**src/hw/rtl/adrb_pkg.sv**
```systemverilog
// adrb_pkg: shared types, constants and helpers for the disc/ring blend block
// no dependencies
package adrb_pkg;

  localparam int CanvasWidth  = 4096;
  localparam int CanvasHeight = 4096;

  // squared distance: |dx|,|dy| < 2^30, sum < 2^61
  localparam int SqW    = 62;
  localparam int RootW  = 31;
  localparam int NCells = RootW;
  // width of a cell's digit position
  localparam int PosW   = $clog2(RootW);

  typedef enum logic [2:0] {
    REG_CENTER_X   = 3'd0,
    REG_CENTER_Y   = 3'd1,
    REG_RADIUS     = 3'd2,
    REG_RING_WIDTH = 3'd3,
    REG_MODE       = 3'd4,
    REG_COLOR      = 3'd5
  } cfg_reg_t;

  typedef struct packed {
    logic       valid;
    logic       draw;
    logic [7:0] dr;
    logic [7:0] dg;
    logic [7:0] db;
    logic [7:0] da;
  } pix_t;

  // one digit of the square root recurrence travelling through the cells
  typedef struct packed {
    pix_t             pix;
    logic [SqW-1:0]   rem;
    logic [RootW-1:0] root;
  } sq_t;

  function automatic logic [7:0] div255(input logic [16:0] v);
    logic [17:0] t;
    logic [18:0] s;
    begin
      t = {1'b0, v} + 18'd128;
      s = {1'b0, t} + {9'd0, t[17:8]};
      div255 = s[15:8];
    end
  endfunction

endpackage

```
**src/hw/rtl/adrb_sqrt_cell.sv**
```systemverilog
// adrb_sqrt_cell: one restoring square root digit step, registered
// depends on adrb_pkg
module adrb_sqrt_cell (
  input  logic                     clk,
  input  logic                     rst_n,
  input  logic [adrb_pkg::PosW-1:0] pos,
  input  adrb_pkg::sq_t            d_in,
  output adrb_pkg::sq_t            d_out
);
  import adrb_pkg::*;

  logic [SqW+1:0] trial;
  logic [SqW+1:0] remw;
  sq_t            d_nxt;
  sq_t            d_r;

  // pos is the bit position of this digit, tied off at the instance
  always_comb begin
    d_nxt = d_in;
    // trial = (4*root + 1) << 2*pos, compared against remainder
    trial = (({{(SqW+2-RootW){1'b0}}, d_in.root} << 2) << {pos, 1'b0})
          | ({{(SqW+1){1'b0}}, 1'b1} << {pos, 1'b0});
    remw  = {2'b00, d_in.rem};
    d_nxt.root = d_in.root << 1;
    if (remw >= trial) begin
      d_nxt.rem  = SqW'(remw - trial);
      d_nxt.root = (d_in.root << 1) | {{(RootW-1){1'b0}}, 1'b1};
    end
  end

  always_ff @(posedge clk) begin
    if (!rst_n) begin
      d_r.pix.valid <= 1'b0;
    end else begin
      d_r.pix.valid <= d_nxt.pix.valid;
    end
    d_r.pix.draw <= d_nxt.pix.draw;
    d_r.pix.dr   <= d_nxt.pix.dr;
    d_r.pix.dg   <= d_nxt.pix.dg;
    d_r.pix.db   <= d_nxt.pix.db;
    d_r.pix.da   <= d_nxt.pix.da;
    d_r.rem      <= d_nxt.rem;
    d_r.root     <= d_nxt.root;
  end

  assign d_out = d_r;

endmodule

```
**config.mk**
```make
export PLATFORM = sky130hd
export DESIGN_NAME = adrb_sqrt_cell
export DESIGN_NICKNAME = d
export VERILOG_FILES = /design/src/hw/rtl/adrb_pkg.sv /design/src/hw/rtl/adrb_sqrt_cell.sv
export SDC_FILE = /design/constraint.sdc
export NUM_CORES = 1
export LEC_CHECK = 0
export BUFFER_PORTS_ARGS = -buffer_cell sky130_fd_sc_hd__buf_2
export CAP_MARGIN = 20
export CORE_MARGIN = 2
export CORE_UTILIZATION = 57
export DETAILED_ROUTE_END_ITERATION = 10
export PLACE_DENSITY_LB_ADDON = 0.05
export SETUP_SLACK_MARGIN = 0.2
export SLEW_MARGIN = 10
export SYNTH_ARGS = -nofsm -noshare
export SYNTH_HDL_FRONTEND = slang
export SYNTH_SLANG_ARGS = --single-unit
```
**constraint.sdc**
```tcl
create_clock -name clk -period 9.3 [get_ports clk]
set_input_delay 1.86 -clock clk [delete_from_list [all_inputs] [get_ports clk]]
set_output_delay 1.86 -clock clk [all_outputs]
set_load 0.05 [all_outputs]
```
# [After elaboration in Yosys (flattened, before gate mapping)]
# Index checks and enable logic that the tools add are counted.
[op_classes] n_addsub=1 multipliers=0 div=0 order_cmp=1 eq_ne=0 shift=2 muxes=1 bitwise_logic=1 reduce_logical=0
[op_table] op="two-way mux 93 bit" n=1
[op_table] op=">= comparator 62 x 64 -> 1 bit" n=1
[op_table] op="bitwise OR 64 bit" n=1
[op_table] op="left shift 1 x 6 -> 64 bit, first input constant" n=1
[op_table] op="left shift 33 x 6 -> 64 bit" n=1
[op_table] op="subtractor 62 bit" n=1
[word_totals] regBits=127 latchBits=0 ramBits=0 mem_bits_ro=0 input_bits=134 out_inout_bits=127 word_cells=14 n_memories=0

# [Depth between registers and ports, before layout]
[logic_depth] depth_word=4 ltp_mapped=26 mapped_depth_nobuf=19

# [Least setup slack after synthesis]
# OpenSTA, ideal clock, no wires.
[synth_timing] kind="input port to flip-flop" from="input port pos[0] (netlist bit)" to="register d_r (netlist bit d_out[85])" setup_ps=64 t_arrival_ps=6117 required_time_ps=9236 slack_ps=3119 path_stages=23 n_path_buf=7 cell_sequence="buf_6 buf_2 buf_1 clkbuf_1 nand2_1 o21ai_0 nor2_1 a21oi_1 nor2_1 a211oi_1 a21oi_1 ha_1 clkbuf_1 nand4_1 nor4_1 nand2_1 o21ai_0 a31oi_1 or2_1 buf_6 buf_6 or4_1 nand4_1"
[synth_rtl] item="start, declared" line_no="adrb_sqrt_cell.sv:6" rtl="input logic [adrb_pkg::PosW-1:0] pos,"
[synth_rtl] item="end, declared" line_no="adrb_sqrt_cell.sv:15" rtl="sq_t d_r;"

==> flow_summary_export.csv <==
group,metric,value,unit
hold_path,holdCritPathClass,"input port to flop",
yosys,yosys-top-cells-area,"dfxtp_1, ha_1, nand2_1",
place,io_buffers,260,
yosys,synth_nets,1333,
run_status,status,"complete, no violations",
detailed_routing,routed.top_layer,"met4",
sta,drv_slew,0,
power_and_ir_drop,power.density,208,nW/um^2
detailed_routing,drc_errors,0,
sta,worst_pin_slew,0.921,ns
yosys,ys.flop_type,"dfxtp_1",
grt,antenna_found_initial,0,
floorplan,rows,45,
sta,tns,0,ns
yosys,post-synth-top-count-cell,"nand2_1",
layout,antenna_cells,0,
clocking,clockBufferDepth,2,
place,dp_hpwl,22900,microns
detailed_routing,vias,9528,
layout,n_fill_cell,1260,
detailed_routing,dr.pass1.iters,6,
place,dp_slack,2.14,ns
clocking,post_cts_buffers,0,
clocking,root_buffer,"clkbuf_16",
yosys,postSynthCellCount,1137,
detailed_routing,wl,28800,microns
power_and_ir_drop,p_leak,0.00494,uW
grt,overflow,0,
grt,grt_pass1_vias,8652,
sta,maxClockFrequency,144,MHz
floorplan,die_w,129,microns
hold_path,min_delay_worst_endpoint,"d_out[99]",
detailed_routing,route.met2.wl,12800,microns
worst_setup_path,required,9.61,ns
clocking,clk_pin_slew,0.06,ns
detailed_routing,wl_per_cell,18.3,microns
detailed_routing,wl_met1,12500,microns
layout,largest_reg_flops,127,
place,routabilityCongestion,1.00,
floorplan,initial_utilization,58.5,%
sta,post-route-worst-setup-slack,2.35,ns
clocking,numClockSinks,127,
yosys,ys_warn_count,0,
grt,grt_usage,34.0,%
detailed_routing,drtIter0Drc,954,
floorplan,coreArea,15300,sq um
worst_setup_path,crit_fanout,39,
worst_setup_path,start_kind,"input port",
yosys,ys_top_cells_by_count,"nand2_1, dfxtp_1, a21oi_1",
floorplan,die_area,16700,sq um
sta,hold_viol_final,0,
run,max_cap_viol_count,0,
yosys,synthArstFlopShare,0,%
layout,final_nets,1546,
place,placed_cell_area,10200,sq um
clocking,cts_made_buffers,17,
yosys,synth_top_cell_by_area,"dfxtp_1",
sta,period_share,74.7,%
layout,final_area,10800,sq um
detailed_routing,viasPerCell,6.06,
power_and_ir_drop,vdd_drop_max,0.153,mV
layout,area_delta_synth_final,21.1,%
detailed_routing,wl_met3,2560,microns
sta,rsz0062_at_grt,"no",
clocking,postCtsResizedCells,0,
floorplan,ioPinCount,261,
yosys,ys_seq_area_share,28.5,%
clocking,hold_buffers,0,
worst_setup_path,end_kind,"flop",
yosys,synthesis.area,8920,sq um
detailed_routing,ant_nets,0,
sta,setup_viol_count_final,0,
clocking,h-tree-depth,4,
grt,grt_pass1_wl,44700,microns
hold_path,worstHoldStart,"d_in[99]",
worst_setup_path,worstSetupPathType,"input port to flop",
yosys,synth_edf_count,0,
grt,grt_max_degree,59,
yosys,synth_top_cell_area_share,28.5,%
floorplan,die_h,129,microns
yosys,synth-seq-cells,127,
worst_setup_path,cp_data_arrival_time,7.25,ns
sta,slew_headroom,38.6,%
layout,drive_gt1_share,24.9,%
sta,min_period,6.95,ns
hold_path,hold_depth,1,
yosys,syn_avg_cell_area,7.85,sq um
clocking,cts_tree,"built",
yosys,synthDistinctLibCells,65,
-- cell families (layout without fill, tap and decap cells) --
family	count (synthesis)	after routing	synth area share (%)
AO/OA/AOI/OAI	357	357	25.5
XOR/XNOR	43	43	4.22
adder cells (fa/ha/maj)	62	62	8.69
buffers and inverters	97	321	4.42
flip-flops	127	127	28.5
multiplexers	63	63	8.48
AND/OR/NAND/NOR	388	388	20.2
-- worst max-delay path: stages --
cell	delay, ns
buf_2	0.50
inv_1	0.43
nor2_1	0.79
buf_4	0.31
a22oi_1	0.11
ha_1	0.44
and3_1	0.25
and2_1	0.19
a221oi_1	0.43
o21ai_0	0.17
a211o_1	0.31
a31oi_1	0.25
or2_4	0.34
inv_1	0.33
o2111a_1	0.25
a221o_1	0.25
-- worst max-delay path by stage --
stage                      start   endpoint  slack, ns
final                     pos[3]  d_out[64]       2.35
after global placement    pos[3]  d_out[64]       2.25
after floorplan           pos[0]  d_out[85]       3.12
after detailed placement  pos[3]  d_out[64]       2.14
after CTS                 pos[3]  d_out[64]       2.59
after global routing      pos[3]  d_out[85]       2.05
-- through the flow --
stage	util [%]	instances	hold WS (ns)	power, uW
after floorplan	-	1137	1.89	1360
after CTS	70.8	1572	1.52	2240
final	70.8	1572	1.54	2240
after global routing	70.8	1572	1.52	2350
after detailed placement	67.0	1542	1.96	1590
after global placement	67.0	1542	1.96	1580
-- placed cells by master, fill, tap and decap left out, types with 12 or more instances in the layout --
master,n
a211oi_1,17
a21o_1,28
a21oi_1,95
a22oi_1,17
and2_1,12
buf_2,260
clkbuf_16,17
dfxtp_1,127
ha_1,62
inv_1,25
mux2_2,23
mux2i_1,31
nand2_1,155
nand2b_1,21
nand3_1,16
nand4_1,30
nor2_1,83
nor3_1,21
o21a_1,14
o21ai_0,94
o21bai_1,18
or3_1,13
xnor2_1,27
xor2_1,16
-- area by class of cell --
class	count	area [sq um]	area share, %
multi-input cells	913	5990	55.4
flip-flops and latches	127	2540	23.5
repair buffers	264	1330	12.3
clock buffers	18	439	4.06
well taps	211	264	2.44
clock inverters	12	138	1.27
inverters	27	101	0.938
-- power breakdown --
part           internal [uW]  switching [uW]  total [uW]
clock network            400             252         652
logic                    282             672         954
registers                621            18.0         639
-- routing by layer --
metal  vias to the layer above  track usage, %
li1                       4578               -
met3                        75            7.35
met1                      4347            45.3
met2                       528            54.2
met5                         -               0
met4                         0            12.6
(Power assumes the default switching activity.)
